## src/rtl/core/ecsk_pkg.sv

```systemverilog
// shared types and constants of the exponential chi-squared kernel
// no dependencies
`timescale 1ns / 1ps
`default_nettype none

package ecsk_pkg;

    // element pair after classification in the front end
    typedef struct packed {
        logic [15:0] diff;
        logic [16:0] total;
        logic        last;
    } t_pair;

    // finished sum handed from accumulator to exponential unit
    typedef struct packed {
        logic        valid;
        logic [22:0] sum;
    } t_sum_req;

    localparam logic [22:0] ACC_MAX     = 23'h7F_FFFF;
    localparam logic [30:0] ONE_Q30     = 31'h4000_0000;
    localparam logic [4:0]  N_TERMS     = 5'd20;
    localparam logic [10:0] EXP_CUTOFF  = 11'd12;
    localparam logic [31:0] ROUND_BIAS  = 32'd8192;
    localparam logic [17:0] KERNEL_ONE  = 18'd65536;
    localparam logic [15:0] GAMMA_RESET = 16'd2048;
    localparam logic [4:0]  TERM_STEPS  = 5'd19;
    localparam logic [4:0]  SER_STEPS   = 5'd31;

endpackage

`default_nettype wire

```

## src/rtl/core/ecsk_accum.sv

```systemverilog
// back end: chi-squared term by shift-subtract division, saturating sum
// depends on ecsk_pkg
`timescale 1ns / 1ps
`default_nettype none

module ecsk_accum (
    input  logic                i_clk,
    input  logic                i_rst_n,
    input  logic                i_pair_valid,
    input  ecsk_pkg::t_pair     i_pair,
    output logic                o_pair_pop,
    output ecsk_pkg::t_sum_req  o_req,
    input  logic                i_req_ready
);
    import ecsk_pkg::*;

    typedef enum logic [1:0] {S_IDLE, S_MUL, S_DIV, S_ACC} t_state;

    t_state      r_state;
    logic [15:0] r_diff;
    logic [16:0] r_total;
    logic        r_last;
    logic [16:0] r_rem;
    logic [18:0] r_low;
    logic [18:0] r_quo;
    logic [4:0]  r_cnt;
    logic [22:0] r_acc;

    logic [31:0] prod;
    logic [17:0] trial;
    logic        ge;
    logic [17:0] diff_t;
    logic [23:0] sum_w;
    logic [22:0] sum_sat;

    assign prod    = r_diff * r_diff;
    assign trial   = {r_rem, r_low[18]};
    assign ge      = (trial >= {1'b0, r_total});
    assign diff_t  = trial - {1'b0, r_total};
    assign sum_w   = {1'b0, r_acc} + {5'd0, r_quo};
    assign sum_sat = sum_w[23] ? ACC_MAX : sum_w[22:0];

    assign o_pair_pop = (r_state == S_IDLE) && i_pair_valid;
    assign o_req.valid = (r_state == S_ACC) && r_last;
    assign o_req.sum   = sum_sat;

    always_ff @(posedge i_clk) begin
        if (!i_rst_n) begin
            r_state <= S_IDLE;
            r_acc   <= '0;
        end else begin
            unique case (r_state)
                S_IDLE: begin
                    if (i_pair_valid) begin
                        r_diff  <= i_pair.diff;
                        r_total <= i_pair.total;
                        r_last  <= i_pair.last;
                        r_quo   <= '0;
                        // a zero pair sum adds nothing
                        r_state <= (i_pair.total == '0) ? S_ACC : S_MUL;
                    end
                end
                S_MUL: begin
                    // dividend is 4*d*d; top bits start the remainder
                    r_rem   <= {2'b00, prod[31:17]};
                    r_low   <= {prod[16:0], 2'b00};
                    r_cnt   <= TERM_STEPS;
                    r_state <= S_DIV;
                end
                S_DIV: begin
                    r_rem <= ge ? diff_t[16:0] : trial[16:0];
                    r_low <= {r_low[17:0], 1'b0};
                    r_quo <= {r_quo[17:0], ge};
                    r_cnt <= r_cnt - 5'd1;
                    if (r_cnt == 5'd1) begin
                        r_state <= S_ACC;
                    end
                end
                S_ACC: begin
                    if (!r_last) begin
                        r_acc   <= sum_sat;
                        r_state <= S_IDLE;
                    end else if (i_req_ready) begin
                        r_acc   <= '0;
                        r_state <= S_IDLE;
                    end
                end
                default: r_state <= S_IDLE;
            endcase
        end
    end

endmodule

`default_nettype wire

```

## config.mk

```make
export PLATFORM = sky130hd
export DESIGN_NAME = ecsk_accum
export DESIGN_NICKNAME = d
export VERILOG_FILES = /design/src/rtl/core/ecsk_pkg.sv /design/src/rtl/core/ecsk_accum.sv
export SDC_FILE = /design/constraint.sdc
export NUM_CORES = 1
export LEC_CHECK = 0
export BUFFER_PORTS_ARGS = -buffer_cell sky130_fd_sc_hd__buf_2
export CORE_ASPECT_RATIO = 1.1
export CORE_MARGIN = 2
export CORE_UTILIZATION = 64
export DETAILED_ROUTE_END_ITERATION = 12
export PLACE_DENSITY = 0.82
export REMOVE_ABC_BUFFERS = 1
export SETUP_SLACK_MARGIN = 0.05
export SYNTH_ARGS = -nofsm -noshare
export SYNTH_HDL_FRONTEND = slang
export SYNTH_SLANG_ARGS = --single-unit
```

## constraint.sdc

```tcl
create_clock -name i_clk -period 7.34 [get_ports i_clk]
set_clock_uncertainty 0.15 [all_clocks]
set_input_delay 1.101 -clock i_clk [delete_from_list [all_inputs] [get_ports i_clk]]
set_output_delay 1.101 -clock i_clk [all_outputs]
set_load 0.05 [all_outputs]
```

==> impl_summary.md <==
Detailed routing
Wires add up to approximately 31000 µm. The final route contains 10670 vias. Once detail routing completed, the nets flagged for antenna violations numbered 0. In this run, the number of DRC markers left after iteration 0 of detailed routing was just over 600. The ratio of routed vias to standard cells is 5.80. In the routed design, unresolved DRC markers number 0. The average wire per standard cell is 17.0 µm. For this run, the detailed router's first-pass iteration total came to 7.

Critical path
The class of the most critical setup path is flop to flop. The sort of element at the start of the critical path is a flop. The signal on the critical path passes through and2_1, inv_1, fa_1, inv_1, fa_1, inv_1, fa_1, inv_1, fa_1, fa_1, inv_1, fa_1, inv_1, ha_1, nand3_1, or3_1, a32o_1, o31ai_2, o211ai_1, a211oi_1, o22a_1, nand3_1.

At the worst endpoint, the required time is 7360 ps. For this design, the slowest cell found on the critical path is sky130_fd_sc_hd__edfxtp_1. The cell family contributing the most delay on the critical path is adder cells. In this run the worst path has a maximum fanout of 17. Data arrives at the worst endpoint at 6970 ps. The worst setup path is captured at a flop. The maximum single-stage delay on the critical path is 690 ps. The number of buffer and inverter stages on the critical path is 6.

Timing
The smallest clock period supported by the final layout is computed as ~7000 ps. Headroom to the max-slew limit came out at 0.320. In the finished design, the share of the clock period the worst path needs comes to 0.947. The final-report setup violation count is 0.

The fmax is 144 MHz. The number of slew-limit violations in the final report came to 0. After routing, the total negative slack on setup checks comes to 0 ps.

The worst hold-check slack is about 330 ps. Setup repair after global routing left no endpoint under its margin. At the pin with the least slew margin, the transition time is 1020 ps. The hold violation total from the final report is 0.

Global route
The first global-routing pass estimated ~53000 µm of wire. The largest net degree at the start of global routing is 81. The aggregate global routing overflow is 0. In the global route stage, overall resource usage came out at 0.281. The number of global-route vias before repair is 11077. The initial antenna violation count was 0.

Floorplanning
The floorplan step set the die width to 145 µm. After floorplanning, the core was divided into 56 placement rows. The floorplan die area is 23200 µm². The initial standard-cell utilization of the core is 0.657. From bottom edge to top edge, the die measures 160 µm.

Pin placement for this block handled 63 I/O pins. The core region is 21400 µm².

Synth
Counting distinct cell types in the post-synthesis netlist gives 83. The yosys synthesis warning count is 0. The summed instance area of the synthesized netlist is 14100 µm².

Of the total synthesized cell area, the portion taken by full adders, half adders and majority gates is 0.361. The synthesized flop and latch total is 117. The biggest area consumer among synthesized cells is sky130_fd_sc_hd__fa_1.

Counting flops with an async set or reset pin after synthesis yields a share of 0. The most instantiated flip-flop cell in the synthesis netlist is sky130_fd_sc_hd__edfxtp_1. The portion of synthesized area spent on multiplexers is 0.0106. Of the total synthesized cell area, the portion taken by XOR and XNOR cells is 0.0329. The basic-gate share of the synthesized area counting and, or, nand and nor cells is 0.142. The share of the Yosys chip area taken by registers is 0.232. The number of instances in the synthesized netlist is 1486. The synthesized-area fraction occupied by ao, oa, aoi and oai cells is 0.125. The count of flip-flops with a built-in enable after synthesis is between 90 and 100.

In this run the mean area of a mapped cell was about 9.5 µm². The dominant combinational cell family by area after synthesis is adder cells. Of the post-synthesis cell area, the dominant cell type holds 0.234. Sorting the synthesized cells by area gives the leading types as sky130_fd_sc_hd__fa_1 23%, sky130_fd_sc_hd__edfxtp_1 20%, sky130_fd_sc_hd__ha_1 13%, sky130_fd_sc_hd__inv_1 8.1%, sky130_fd_sc_hd__nand2_1 3.6%.

Layout
The count of fill cells added during filler insertion is 1609. The layout net count is 1881. The final standard cell area without fillers is 15300 µm². Relative to the synthesized area, the layout overhead comes to 8.44%. Of the cells placed in the final design, the portion with a size suffix greater than 1 is 0.0988. The multi-input combinational cells in the finished layout cover a total of about 9500 µm². In the final layout, flip-flops and latches occupy 3260 µm².

CTS
The tree is rooted in a sky130_fd_sc_hd__clkbuf_16. The number of setup buffers added after CTS is 0. In this run the deepest clock path goes through 2 buffers. Counting the buffers created by CTS gives 17.

The CTS tree is built. The clock sink count is 117. The register clock-pin slew on the reported worst setup and hold paths is roughly 60 ps. The clock reaches the later pin of the worst-skew pair after 430 ps. The number of gates resized after CTS was 0. The number of buffers inserted for hold repair after clock tree synthesis is 0. The clock tree synthesis step divided the H-tree into 4 levels.

Placement
The placer congestion estimate is 0.903. The count of input and output buffers is just over 60. The instance area at placement is 14600 µm². The HPWL reported at the end of detailed placement is about 24000 µm.

Job
The number of violations of the max-capacitance limit is 0.

Worst hold path
The tightest min-delay check is of the flop to flop type.

Outcome
The run finished with clean final reports.
## placed cells by master, fill, tap and decap left out, types with 20 or more instances in the layout
cell type	netlist	layout
sky130_fd_sc_hd__xor2_1	20	20
sky130_fd_sc_hd__dfxtp_1	25	25
sky130_fd_sc_hd__xnor2_1	33	33
sky130_fd_sc_hd__ha_1	143	142
sky130_fd_sc_hd__a21o_1	24	24
sky130_fd_sc_hd__o21ai_0	50	50
sky130_fd_sc_hd__nand2_1	135	135
sky130_fd_sc_hd__inv_1	305	305
sky130_fd_sc_hd__nor3_1	23	23
sky130_fd_sc_hd__fa_1	165	165
sky130_fd_sc_hd__a21oi_1	43	43
sky130_fd_sc_hd__nand3_1	24	24
sky130_fd_sc_hd__edfxtp_1	92	92
sky130_fd_sc_hd__buf_2	1	62
sky130_fd_sc_hd__nor2_1	63	63
sky130_fd_sc_hd__and2_1	68	67
## flip-flops by register name, summed over array words and instances (netlist names), 2 cells and up
name / count
r_acc: 23
r_quo: 19
r_low: 17
r_rem: 17
r_total: 17
r_diff: 16
r_cnt: 5
r_state: 2
## through the flow
stage / worst slack (ps) / util / instances
floorplan: 798 / - / 1441
global placement: 574 / 0.683 / 1804
detailed placement: 382 / 0.683 / 1804
CTS: 336 / 0.711 / 1836
global route: 53.5 / 0.713 / 1838
finish: 385 / 0.713 / 1839
## layout make-up
cell class,count,share of cell area
Antenna cell,1,0.000164
Clock buffer,18,0.0281
Clock inverter,14,0.0124
Inverter,305,0.0749
Multi-Input combinational cell,1019,0.620
Sequential cell,117,0.213
Tap cell,290,0.0237
Timing Repair Buffer,75,0.0275
## cells in the mapped netlist (6+ instances only)
master,n
sky130_fd_sc_hd__nor3_1,23
sky130_fd_sc_hd__xor2_1,20
sky130_fd_sc_hd__a211oi_1,15
sky130_fd_sc_hd__nand4_1,8
sky130_fd_sc_hd__o211ai_1,10
sky130_fd_sc_hd__xnor2_1,33
sky130_fd_sc_hd__a31oi_1,6
sky130_fd_sc_hd__mux2i_1,7
sky130_fd_sc_hd__a21o_1,24
sky130_fd_sc_hd__fa_1,165
sky130_fd_sc_hd__o21a_1,12
sky130_fd_sc_hd__nand2b_1,14
sky130_fd_sc_hd__ha_1,143
sky130_fd_sc_hd__nand3_1,24
sky130_fd_sc_hd__nor2_1,63
sky130_fd_sc_hd__and3_1,6
sky130_fd_sc_hd__clkbuf_1,36
sky130_fd_sc_hd__inv_1,305
sky130_fd_sc_hd__edfxtp_1,92
sky130_fd_sc_hd__a21oi_1,43
sky130_fd_sc_hd__dfxtp_1,25
sky130_fd_sc_hd__a22o_1,18
sky130_fd_sc_hd__o21ai_0,50
sky130_fd_sc_hd__and2_1,68
sky130_fd_sc_hd__o21bai_1,6
sky130_fd_sc_hd__nor2b_1,14
sky130_fd_sc_hd__nand2_1,135
sky130_fd_sc_hd__mux2_2,7
sky130_fd_sc_hd__nand2_4,8
sky130_fd_sc_hd__or2_2,7
## logic make-up after synthesis
logic type               count (synthesis)
XOR/XNOR                                53
AND/OR/NAND/NOR                        397
flip-flops                             117
AO/OA/AOI/OAI                          247
multiplexers                            14
buffers and inverters                  350
adder cells (fa/ha/maj)                308
## layer usage
layer / track usage / part of all wire / up-vias
li1: - / - / 4986
met2: 0.490 / 0.51 / 343
met1: 0.354 / 0.41 / 5258
met3: 0.0411 / 0.053 / 83
met5: 0 / 0 / -
met4: 0.110 / 0.031 / 0
## final timing paths
path / slack (ps) / depth (start not counted) / to / start
setup / recovery: 390 / 22 / r_rem[13] / r_diff[9]
hold / removal: 330 / 1 / r_acc[2] / r_acc[2]
setup reg to reg: 390 / 22 / r_rem[13] / r_diff[9]
hold reg to reg: 330 / 1 / r_acc[2] / r_acc[2]
Power is left out: the tool's default activity adds up to more than one toggle a clock period on the data nets, which glitch-free logic cannot reach.
