[src/rtl/core/ecsk_pkg.sv]
// shared types and constants of the exponential chi-squared kernel
// no dependencies
`timescale 1ns / 1ps
`default_nettype none

package ecsk_pkg;

    // element pair after classification in the front end
    typedef struct packed {
        logic [15:0] diff;
        logic [16:0] total;
        logic        last;
    } t_pair;

    // finished sum handed from accumulator to exponential unit
    typedef struct packed {
        logic        valid;
        logic [22:0] sum;
    } t_sum_req;

    localparam logic [22:0] ACC_MAX     = 23'h7F_FFFF;
    localparam logic [30:0] ONE_Q30     = 31'h4000_0000;
    localparam logic [4:0]  N_TERMS     = 5'd20;
    localparam logic [10:0] EXP_CUTOFF  = 11'd12;
    localparam logic [31:0] ROUND_BIAS  = 32'd8192;
    localparam logic [17:0] KERNEL_ONE  = 18'd65536;
    localparam logic [15:0] GAMMA_RESET = 16'd2048;
    localparam logic [4:0]  TERM_STEPS  = 5'd19;
    localparam logic [4:0]  SER_STEPS   = 5'd31;

endpackage

`default_nettype wire

[src/rtl/core/ecsk_front.sv]
// front end: accepts element pairs, forms |x-y| and x+y, queues them
// depends on ecsk_pkg
`timescale 1ns / 1ps
`default_nettype none

module ecsk_front #(
    parameter int DEPTH = 4
) (
    input  logic               i_clk,
    input  logic               i_rst_n,
    input  logic               i_valid,
    output logic               o_stall,
    input  logic [15:0]        i_x_value,
    input  logic [15:0]        i_y_value,
    input  logic               i_last_element,
    output logic               o_pair_valid,
    output ecsk_pkg::t_pair    o_pair,
    input  logic               i_pair_pop
);
    import ecsk_pkg::*;

    localparam int AW = $clog2(DEPTH);

    t_pair         r_mem [DEPTH];
    logic [AW-1:0] r_wr_ptr;
    logic [AW-1:0] r_rd_ptr;
    logic [AW:0]   r_count;
    logic          push;
    logic          pop;
    t_pair         entry;

    assign o_stall      = (r_count == AW'(0) + (AW+1)'(DEPTH));
    assign push         = i_valid && !o_stall;
    assign o_pair_valid = (r_count != '0);
    assign pop          = i_pair_pop && o_pair_valid;
    assign o_pair       = r_mem[r_rd_ptr];

    always_comb begin
        entry.diff  = (i_x_value >= i_y_value) ? (i_x_value - i_y_value)
                                               : (i_y_value - i_x_value);
        entry.total = {1'b0, i_x_value} + {1'b0, i_y_value};
        entry.last  = i_last_element;
    end

    always_ff @(posedge i_clk) begin
        if (push) begin
            r_mem[r_wr_ptr] <= entry;
        end
    end

    always_ff @(posedge i_clk) begin
        if (!i_rst_n) begin
            r_wr_ptr <= '0;
            r_rd_ptr <= '0;
            r_count  <= '0;
        end else begin
            if (push) begin
                r_wr_ptr <= r_wr_ptr + AW'(1);
            end
            if (pop) begin
                r_rd_ptr <= r_rd_ptr + AW'(1);
            end
            case ({push, pop})
                2'b10:   r_count <= r_count + (AW+1)'(1);
                2'b01:   r_count <= r_count - (AW+1)'(1);
                default: r_count <= r_count;
            endcase
        end
    end

endmodule

`default_nettype wire

[config.mk]
export PLATFORM = sky130hd
export DESIGN_NAME = ecsk_front
export DESIGN_NICKNAME = d
export VERILOG_FILES = /design/src/rtl/core/ecsk_pkg.sv /design/src/rtl/core/ecsk_front.sv
export SDC_FILE = /design/constraint.sdc
export NUM_CORES = 1
export LEC_CHECK = 0
export BUFFER_PORTS_ARGS = -buffer_cell sky130_fd_sc_hd__buf_2
export CORE_ASPECT_RATIO = 0.9
export CORE_UTILIZATION = 40
export DETAILED_ROUTE_END_ITERATION = 7
export GPL_TIMING_DRIVEN = 0
export RECOVER_POWER = 25
export SLEW_MARGIN = 20
export SYNTH_ARGS = -nofsm -noshare
export SYNTH_HDL_FRONTEND = slang
export SYNTH_SLANG_ARGS = --single-unit
export TNS_END_PERCENT = 1
[constraint.sdc]
create_clock -name i_clk -period 3.07 [get_ports i_clk]
set_input_delay 0.307 -clock i_clk [delete_from_list [all_inputs] [get_ports i_clk]]
set_output_delay 0.307 -clock i_clk [all_outputs]
set_load 0.005 [all_outputs]
==> results.md, run 1 <==
CTS:
- The quantity of gates resized following cts is 0.
- The longest clock path from root to sink contains 2 buffers.
- TritonCTS built the clock tree.
- In this run, CTS created clock tree buffers numbering 17.
- The clock tree root driver cell is clkbuf_16.
- The number of H-tree levels is 4.
- The clock-pin slew on the worst setup and hold paths is 0.06 ns.
- After clock tree synthesis, the flow added hold-fix buffers numbering 0.
- The tree built by TritonCTS fans out to 141 sinks.
- The total setup buffers inserted after CTS is 0.
- The clock latency of the later-clocked register in the worst-skew pair is 0.41 ns.

Run:
- Max-cap violations in this run came to 0.

Synth:
- The sequential area share after synthesis is 0.547.
- Yosys printed 0 warnings.
- The synthesized net count is 647.
- The post-synthesis area per instance is 13.7 µm².
- The mapped netlist covers 7580 µm².
- The most instantiated flip-flop cell in the synthesis netlist is edfxtp_1.
- The post-synthesis cell type count is 59.
- Yosys mapped a number of flops with a built-in enable equal to 132.
- The cell count after synthesis came out at 554.
- The proportion of synthesized flip-flops having asynchronous set or reset is 0.
- After synthesis the netlist holds a flip-flop and latch count of 141.

Die:
- The starting density of the core is 0.410.
- The area of the core is 18,500 µm².
- The die is 147 µm wide.
- The die covers 19,500 µm².
- In this run the core area contains 47 standard-cell rows.
- 73 I/O pins were placed.
- The height of the die is 133 µm.

GRT:
- The number of global-route vias before repair is 4,799.
- The largest net degree at the start of global routing is 22.
- Summed over all layers, the global routing overflow is 0.
- The first global-routing pass estimated 25.1 mm of wire.
- The global-route total usage across every layer is 0.169.
- The number of antenna violations at the first check in global routing is 0.

Drt:
- The count of unresolved DRC violations after routing is 0.
- The count of nets left with antenna violations once routing finished came out at 0.
- The routed wirelength normalized by instance count is 17.3 µm.
- The total number of vias is 4,791.
- The aggregate routed wire length is 15.7 mm.
- Signal routing reaches up to met4.
- Before antenna repair, the detailed router went through 7 iterations.
- The routed wire length on met3 is 665 µm.
- The total routed wire length on the met1 layer is 7.11 mm.
- In this run, the number of DRC markers left after iteration 0 of detailed routing was 380.
- The post-detailed-route via-to-cell ratio is 5.28.
- Wire segments on met2 add up to 7.77 mm in the final route.

Power and ir drop:
- Across the VDD grid, the largest voltage drop is 0.401 mV.
- The leakage power is 0.00338 µW.
- The design draws 6510 µW.
- The power per cell area is 726 nW/µm².

Min path:
- In this run the worst hold path is classified as input port to flip-flop.
- Counting instances, the worst hold path has a depth of 1.
- For hold timing, the worst endpoint is r_mem[2][0].
- The launch instance of the worst min-delay path is i_last_element.

Worst setup path:
- The endpoint identified for the worst register-to-register timing path is r_mem[1][33].
- For the worst setup path, the data arrival time is 2.84 ns.
- The register-to-register path setup slack is 0.47 ns.
- The worst reg-to-reg path cell count is 6.
- The data required time at the worst endpoint is 3.16 ns.
- The startpoint of the lowest-slack register-to-register path is r_count[0].
- The critical path start-end classification is input port to flip-flop.
- The element type at the critical path end is a flip-flop.
- Along the worst path, the maximum fanout reaches 5.
- The worst setup path is launched from an input port.

Timing:
- Across all hold checks on the routed design, the worst slack comes to 0.197 ns.
- The final-report hold violation count was 0.
- The final critical delay including setup and external delays is 2.74 ns.
- Of the available clock period, the critical path in the final layout requires 0.894.
- Measured against its own limit, the worst slew margin works out to 0.151.
- The max-slew violation count is 0.
- The pin slew with the least headroom to its limit is 1.27 ns.
- The number of setup violations in the final report is 0.
- In the post-route analysis, the smallest setup slack over all paths is 0.326 ns.
- The final worst clock skew is 0.0137 ns.
- Setup repair after global routing left no endpoint under its margin.
- The achievable clock frequency is 364 MHz.

Cells and area:
- Relative to the synthesized area, the layout overhead comes to 18.2%.
- The summed area of non-filler cells in the final layout is 8960 µm².
- Of the cells placed in the final design, the portion with a size suffix greater than 1 is 0.251.
- The net count of the finished layout is 742.
- The number of antenna diodes is 0.
- Measured on the finished design, the core utilization comes to 0.485.

Place:
- Detailed placement finished with a half-perimeter wire length of 11.8 mm.
- Timing analysis after detailed placement gives a worst setup slack of -0.0234 ns.
- The number of buffer cells added on primary ports is 72.
- At the end of routability-driven placement, the weighted congestion stood at 0.865.
- The area of placed instances is 8350 µm².

Status:
- The flow ran to the end, and the final reports show no timing, DRC or antenna violations.
[worst max-delay path: stages]
cell and delay [ns]:
buf_2 0.16, inv_1 0.09, ha_1 0.34, nand2b_1 0.15, a21oi_1 0.19, o211ai_1 0.12, a21oi_1 0.27, o22ai_1 0.24
o21a_1 0.25, o311ai_1 0.70
[kinds of logic (layout without fill, tap and decap cells)]
| family | Yosys count | in the layout | share of synthesized area |
|---|---|---|---|
| AO/OA/AOI/OAI | 113 | 113 | 0.0995 |
| adder cells (fa/ha/maj) | 56 | 56 | 0.0964 |
| buffers and inverters | 80 | 188 | 0.0474 |
| multiplexers | 41 | 41 | 0.109 |
| XOR/XNOR | 30 | 30 | 0.0347 |
| AND/OR/NAND/NOR | 93 | 93 | 0.0660 |
| flip-flops | 141 | 141 | 0.547 |
[cell usage in the layout, fill, tap and decap left out, types with 6 or more instances in the layout]
cell,n
and2_1,7
inv_1,49
and2_0,8
xor2_1,7
nor2_1,18
xnor2_1,23
a211oi_1,8
a21oi_1,30
clkbuf_16,17
nor2b_1,6
nor3_1,8
ha_1,52
dfxtp_1,9
nand2_1,14
a31oi_1,7
clkbuf_1,15
mux4_2,33
a21o_1,9
o21ai_0,20
nand2b_1,8
mux2i_1,7
edfxtp_1,132
buf_2,78
[sequential cells by signal, summed over array words and instances (netlist names), named ones only]
name and count:
r_mem 132, r_rd_ptr 2, r_count 3, r_wr_ptr 2
[worst max path at each step]
stage	depth (start not counted)	startpoint	end	slack, ns
after floorplan	9	i_x_value[0]	r_mem[0][32]	0.72
after global placement	10	i_x_value[0]	r_mem[0][32]	0.07
after detailed placement	10	i_x_value[1]	r_mem[3][16]	-0.02
after CTS	5	flip-flop	o_pair[18]	0.34
after global routing	10	i_x_value[1]	r_mem[0][16]	0.13
final	10	i_x_value[1]	r_mem[0][16]	0.33
[stage by stage]
stage          TNS [ns]  cells
6_report              0    907
5_1_grt               0    907
4_1_cts               0    907
3_5_place_dp    -0.0935    875
3_3_place_gp          0    871
2_1_floorplan         0    554
[cell type report]
class | count | area [µm²]
Buffer | 28 | 164
Clock buffer | 19 | 433
Clock inverter | 13 | 189
Fill cell | 1618 | 9500
Inverter | 52 | 195
Multi-Input combinational cell | 333 | 3080
Sequential cell | 141 | 4140
Tap cell | 245 | 307
Timing Repair Buffer | 76 | 453
[layer usage]
metal / up-vias / global-route usage
met5: - / 0
li1: 2264 / -
met3: 7 / 0.0255
met1: 2400 / 0.226
met2: 120 / 0.282
met4: 0 / 0.0567
[power breakdown]
group          internal [µW]  switching, µW
Sequential              2480           64.5
Clock                   1360            741
Combinational            870            985
Total                   4720           1790
[cell usage after synthesis, types with 2 or more instances]
cell	instances	share of area
a221oi_1	2	0.0023
nand3_1	5	0.0033
o21ai_1	3	0.0020
o21bai_1	5	0.0050
and2_1	15	0.012
a21boi_0	2	0.0020
buf_6	5	0.0074
buf_2	8	0.0053
a211oi_1	8	0.0079
ha_1	52	0.086
nor2b_1	6	0.0050
nor2_1	18	0.0089
o21a_1	5	0.0050
inv_1	49	0.024
inv_2	3	0.0015
clkbuf_1	11	0.0054
nand2b_1	8	0.0066
nand4_1	2	0.0017
nor4b_1	2	0.0023
nor4_1	3	0.0025
a21oi_1	30	0.020
a21oi_2	2	0.0023
nand2_1	14	0.0069
a221oi_2	2	0.0040
and3_1	3	0.0025
nor3_1	8	0.0053
xnor2_1	23	0.027
o31a_1	2	0.0023
dfxtp_1	9	0.024
buf_4	3	0.0030
o21ai_0	20	0.013
a31oi_1	7	0.0058
mux2i_1	7	0.0092
or3_1	4	0.0033
o211ai_1	3	0.0030
a2111oi_0	2	0.0023
edfxtp_1	132	0.52
a21o_1	9	0.0089
xor2_1	7	0.0081
fa_1	4	0.011
mux4_2	33	0.098
No activity file was read; power rests on OpenSTA's default activity.
==> run 2: changes to the inputs <==
Settings changed: CORE_MARGIN set to 2, HOLD_SLACK_MARGIN set to 0.15, REMOVE_ABC_BUFFERS set to 1.
==> run 2 against run 1 <==
Combinational power decreased by 11%. Worst setup slack worse by 0.15 ns. Sequential power rose by 5%. Non-clock buffer count down 26. Cell area shrank 1.8%. Critical path type unchanged. Worst hold slack got worse by 0.0022 ns.
==> results.md, run 2 (synthesis results as in run 1) <==
Die:
- The overall die area is 20,100 µm².
- The initial utilization of the core area, before any placement, comes to 0.410.
- The area of the core is 18,500 µm².
- The total number of placement rows is 47.
- For this design the top-level I/O count stands at 73.
- The floorplan step set the die height to 135 µm.
- The overall die width is 149 µm.

Timing:
- The max-slew violation count is 0.
- The final-report hold violation count was 0.
- Across all setup checks in the final design, the least slack found is 0.176 ns.
- Setup repair after global routing left no endpoint under its margin.
- In this run the tightest slew margin relative to its limit is 0.388.
- The achievable clock frequency is 346 MHz.
- For the finished layout, the period the worst path requires is 2.89 ns.
- Setup violations remaining at the end of the flow were counted as 0.
- The post-route clock period utilization is 0.943.
- The final worst clock skew is 0.0107 ns.
- For the pin with the worst max-slew slack, the measured transition is 0.918 ns.

Place:
- The HPWL after detailed placement is 11.1 mm.
- The number of buffer cells added on primary ports is 72.
- The placement-stage worst setup slack is -0.473 ns.
- The final estimated routing congestion in global placement is 0.764.

Cells and area:
- The area growth from synthesis to layout is 16.1%.
- The share of layout cells above drive strength 1 is 0.237.
- Ranked by flip-flop count, first place goes to r_mem.
- The most common cell after layout, fill and taps aside is edfxtp_1.
- The final layout contains 717 nets.
- The register with the most flip-flops in the layout has 132 of them.
- The largest registers in the layout are r_mem: 132 flops, r_count: 3 flops.
- The number of antenna diodes is 0.
- Leaving out fill and tap cells, the most frequent cells in the layout are 132 x edfxtp_1, 68 x buf_2, 52 x ha_1, 49 x inv_1, 33 x mux4_2.

Worst setup path:
- The startpoint of the lowest-slack register-to-register path is r_count[0].
- The critical path is of the input port to flip-flop type.
- The launching element of the worst setup path is i_x_value[11].
- The register-to-register path setup slack is 0.65 ns.
- The element type at the critical path start is an input port.
- The critical register-to-register path endpoint is r_mem[2][27].
- The element type at the critical path end is a flip-flop.
- The data required time at the worst endpoint is 3.22 ns.
- The maximum fanout encountered on the critical timing path is 12.
- The worst reg-to-reg path cell count is 5.
- Data arrives at the worst endpoint at 3.05 ns.

CTS:
- The number of H-tree levels is 4.
- The clock-pin slew on the worst setup and hold paths is 0.06 ns.
- TritonCTS built the clock tree.
- The clock passes through at most 2 buffers.
- The total number of clock tree sinks is 141.
- The number of clock buffers inserted by TritonCTS is 17.
- The clock tree root driver cell is clkbuf_16.
- Buffers added to address setup during post-CTS repair amount to 0.
- Clock latency on the worst-skew pair, taken at its later pin, is 0.41 ns.

Min path:
- The launch instance of the worst min-delay path is i_rst_n.
- The tightest min-delay check is of the input port to flip-flop type.
- Along the worst hold path, the cell count comes to 2.

Power and ir drop:
- The maximum vdd drop is 0.407 mV.
- Of the total power, the share spent switching nets is 0.274.
- The share of total power dissipated in combinational logic is 0.262.
- The total internal power is 4570 µW.
- The leakage power is 0.00329 µW.
- The total power draw is 6300 µW.
- Of the total power, registers draw 0.426.
- The power per cell area is 717 nW/µm².
- The net switching power of the design is 1730 µW.
- Of the total power, the clock network draws 0.312.

Drt:
- The number of violations reported at the end of detailed-routing iteration 0 is 320.
- The count of nets left with antenna violations once routing finished came out at 0.
- The count of unresolved DRC violations after routing is 0.
- The total number of vias is 4,592.
- The post-detailed-route via-to-cell ratio is 5.21.
- The first detailed-routing pass ran for 4 iterations.
- In the final routed layout, each cell accounts on average for 17.3 µm.
- The aggregate routed wire length is 15.2 mm.

GRT:
- The number of global-route vias before repair is 4,701.
- The largest net degree at the start of global routing is 34.
- For this run, the total global-route usage over all layers was measured as 0.157.
- The aggregate global routing overflow is 0.
- The number of antenna violations at the first check in global routing is 0.
- The first global-routing pass estimated 24.1 mm of wire.

Run:
- The tool flagged a number of max-cap violations equal to 0.

Status:
- The flow ran to the end, and the final reports show no timing, DRC or antenna violations.
[run 2: cell count changes in the layout (fill, tap and decap cells not counted), sizes merged]
| cell | delta |
|---|---|
| clkinv | +6 |
| o21ai | +1 |
| inv | -3 |
| bufinv | -1 |
| clkbuf | -10 |
| dlygate4sd3 | +1 |
| clkinvlp | -1 |
| buf | -18 |
[run 2: stage by stage]
stage | cell area [µm²] | std cells | TNS [ns] | hold WS, ns | utilization
final | 8800 | 882 | 0 | 0.195 | 0.476
after global routing | 8800 | 882 | 0 | 0.195 | 0.476
after CTS | 8800 | 882 | 0 | 0.181 | 0.477
after detailed placement | 8200 | 848 | -5.40 | 0.511 | 0.444
after floorplan | 7420 | 526 | 0 | 0.406 | -
after global placement | 8080 | 843 | -7.95 | 0.481 | 0.438
[run 2: what timing repair did]
| action | CTS | global route |
|---|---|---|
| gates cloned | 1 | 0 |
| hold endpoints to repair | 4 | 0 |
| hold buffers | 1 | 0 |
| resized for setup | 0 | 1 |
| setup endpoints to repair | 4 | 4 |
| pin swaps | 1 | 0 |
[run 2: per-layer routing]
| metal | up-vias | GRT usage | part of all wire |
|---|---|---|---|
| met4 | 0 | 0.0492 | 0.013 |
| met5 | - | 0 | 0 |
| li1 | 2204 | - | - |
| met3 | 19 | 0.0274 | 0.047 |
| met2 | 131 | 0.261 | 0.48 |
| met1 | 2238 | 0.212 | 0.46 |
[run 2: area by class of cell]
cell class	instances	area (µm²)
clock inverter	14	151
sequential	141	4150
multi-input combinational	334	3090
inverter	52	195
timing repair buffer	78	473
fill	1670	9670
clock buffer	18	429
tap	245	307
[run 2: power by group through the flow]
stage	logic [µW]	clock network (µW)	registers, µW
global route	1820	2060	2730
finish	1650	1970	2690
detailed placement	1670	0	2740
CTS	1680	2000	2700
global placement	1590	0	2740
floorplan	1060	0	2670
[run 2: critical path: stages]
cell	delay [ns]
buf_2	0.10
inv_1	0.04
ha_1	0.51
and2_1	0.25
and3_1	0.22
nand3_1	0.19
o21ai_4	0.44
mux2i_1	0.40
a31oi_1	0.16
xnor2_1	0.42
[run 2: how the worst max path moves through the flow]
stage | end | cells past startpoint | slack, ns
2_1_floorplan | r_mem[0][32] | 9 | 0.35
3_3_place_gp | r_mem[0][32] | 10 | -0.40
3_5_place_dp | r_mem[0][32] | 10 | -0.47
4_1_cts | r_mem[3][32] | 10 | 0.06
5_1_grt | r_mem[0][30] | 10 | 0.003
6_report | r_mem[3][30] | 10 | 0.18
==> run 3: changes to the inputs <==
Clock period 3.07 ns to 3 ns, I/O delays scaled along.
==> run 3 against run 2 <==
Power up 2.5%. Clock-buffer cell count unchanged. Die area unchanged. Largest cell class unchanged. Clock power up 2%. Non-clock buffer count up 4. Wire length up 0.28%. Cell area up 0.34%. Combinational power up 3%. Critical path depth up 1. Via count up 0.52%. Clock skew about the same. Sequential share of layout area down 0.16 points. Highest routed layer unchanged.
==> results.md, run 3 (synthesis results as in run 1) <==
Drt:
- The post-detailed-route via-to-cell ratio is 5.21.
- The count of unresolved DRC violations after routing is 0.
- The count of nets left with antenna violations once routing finished came out at 0.
- After detailed routing, the average wire length per cell comes to 17.2 µm.
- The first detailed-routing pass took 4 iterations.
- The total number of vias is 4,616.
- The detailed router finished its first iteration with 296 violations.
- The aggregate routed wire length is 15.3 mm.

Die:
- The starting density of the core is 0.410.
- The area of the core is 18,500 µm².
- The overall die width is 149 µm.
- The die covers 20,100 µm².
- The number of placed I/O pins is 73.
- In this run the core area contains 47 standard-cell rows.
- The height of the die is 135 µm.

Worst setup path:
- The worst setup path is launched from an input port.
- The maximum fanout encountered on the critical timing path is 12.
- The critical path start-end classification is input port to flip-flop.
- Data arrives at the worst endpoint at 2.88 ns.
- The data required time at the worst endpoint is 3.15 ns.
- The worst setup path is captured at a flip-flop.

Cells and area:
- In the layout the commonest cells are 132 x edfxtp_1, 68 x buf_2, 52 x ha_1, 49 x inv_1, 33 x mux4_2.
- The top register by number of flip-flops is r_mem.
- In the final layout, the registers with the most flip-flops are r_mem: 132 flops, r_count: 3 flops.
- The share of layout cells above drive strength 1 is 0.242.
- The number of fillers in the final layout is 1,670.
- The library cell used most frequently in the layout, excluding fill and tap cells, is edfxtp_1.
- Relative to the synthesized area, the layout overhead comes to 16.5%.
- 0 antenna diodes ended up in the layout.
- The final net count is 721.
- For this run, the share of the core covered by cells in the final layout is 0.478.
- The register with the most flip-flops in the layout has 132 of them.

Place:
- Detailed placement ended at an HPWL of 11.1 mm.
- Buffers placed on the I/O ports in this run total 72.
- The final estimated routing congestion in global placement is 0.764.

CTS:
- The clock passes through at most 2 buffers.
- Clock-pin slew was measured on the worst setup and hold paths at 0.06 ns.
- CTS built an H-tree with a depth of 4.
- TritonCTS created 17 clock buffers.
- TritonCTS built the clock tree.
- The clock latency of the later-clocked register in the worst-skew pair is 0.41 ns.
- The total number of clock tree sinks is 141.
- The clock tree root driver cell is clkbuf_16.

Timing:
- The worst relative slew slack is 0.398.
- The max-slew violation count is 0.
- The worst hold-check slack is 0.188 ns.
- The smallest clock period supported by the final layout is computed as 2.73 ns.
- The final worst clock skew is 0.0109 ns.
- The post-route clock period utilization is 0.909.
- The final-report hold violation count came to 0.
- Static timing analysis puts the maximum clock frequency at 367 MHz.
- The number of setup violations in the final report is 0.
- Setup repair after global routing left no endpoint under its margin.
- The pin slew with the least headroom to its limit is 0.902 ns.

Status:
- The flow ran to the end, and the final reports show no timing, DRC or antenna violations.

Power and ir drop:
- The worst-case IR drop observed on VDD is 0.416 mV.
- The power per cell area is 732 nW/µm².
- The leakage power is 0.00331 µW.

GRT:
- Entering global routing, the biggest net connects 34 pins.
- The aggregate global routing overflow is 0.
- The number of global-route vias before repair was 4,701.
- The first global-routing pass estimated 24.1 mm of wire.
- The number of antenna violations at the first check in global routing was 0.
- Across every metal layer, demand over resource in global routing totals 0.157.

Run:
- The max-capacitance violation count is 0.

Min path:
- The worst hold path class is input port to flip-flop.
-- run 3: changes by cell type in the layout (fill, tap and decap cells not counted) --
cell | before | now
buf_4 | 0 | 4
-- run 3: where the power goes --
part | leakage [µW] | total (µW) | internal, µW | switching (µW)
clock | 0.000276 | 2010 | 1290 | 724
sequential | 0.00129 | 2750 | 2540 | 203
combinational | 0.00174 | 1700 | 857 | 844
total | 0.00331 | 6460 | 4690 | 1770
-- run 3: final timing paths --
kind | start | endpoint | slack [ns] | cells after the start
setup / recovery | i_x_value[11] | r_mem[0][30] | 0.27 | 11
hold / removal | i_rst_n | flip-flop | 0.19 | 2
setup reg to reg | r_count[0] | r_mem[2][27] | 0.60 | 5
hold reg to reg | r_count[2] | r_count[2] | 0.52 | 2
-- run 3: layout make-up --
cell class              count  area, µm²  area share
clock inverters            14        151      0.0172
repair buffers             82        503      0.0570
flip-flops and latches    141       4150       0.470
well taps                 245        307      0.0347
clock buffers              18        429      0.0486
multi-input cells         334       3090       0.350
inverters                  52        195      0.0221
-- run 3: metrics by stage --
step	total power [µW]	TNS [ns]	std cells	worst slack, ns	cell area (µm²)
after detailed placement	4510	-7.13	848	-0.536	8200
after CTS	6530	0	882	0.105	8810
after global placement	4430	-11.60	843	-0.460	8080
after global routing	6770	0	886	0.0247	8830
final	6460	0	886	0.272	8830
after floorplan	3820	0	526	0.284	7420
-- run 3: critical path, cell delays in order --
cell and delay, ns:
buf_2 0.10, inv_1 0.04, ha_1 0.45, a211oi_1 0.32, o21ai_0 0.17, a21oi_1 0.40, o21ai_4 0.14, buf_4 0.19
mux2_4 0.29, a31oi_1 0.19, xnor2_1 0.27
-- run 3: routing by layer --
metal,wire [µm],up-vias,GRT usage,part of all wire
li1,-,2211,-,-
met1,6920,2270,0.212,0.45
met2,7400,118,0.261,0.48
met3,747,17,0.0274,0.049
met4,203,0,0.0492,0.013
met5,0,-,0,0
-- run 3: what timing repair did --
action / CTS / global route
endpoints found under the setup margin: 8 / 8
setup buffers: 0 / 4
hold endpoints to repair: 4 / 0
hold buffers: 1 / 0
resized for setup: 1 / 0
gates cloned: 1 / 0
pin swaps: 1 / 1
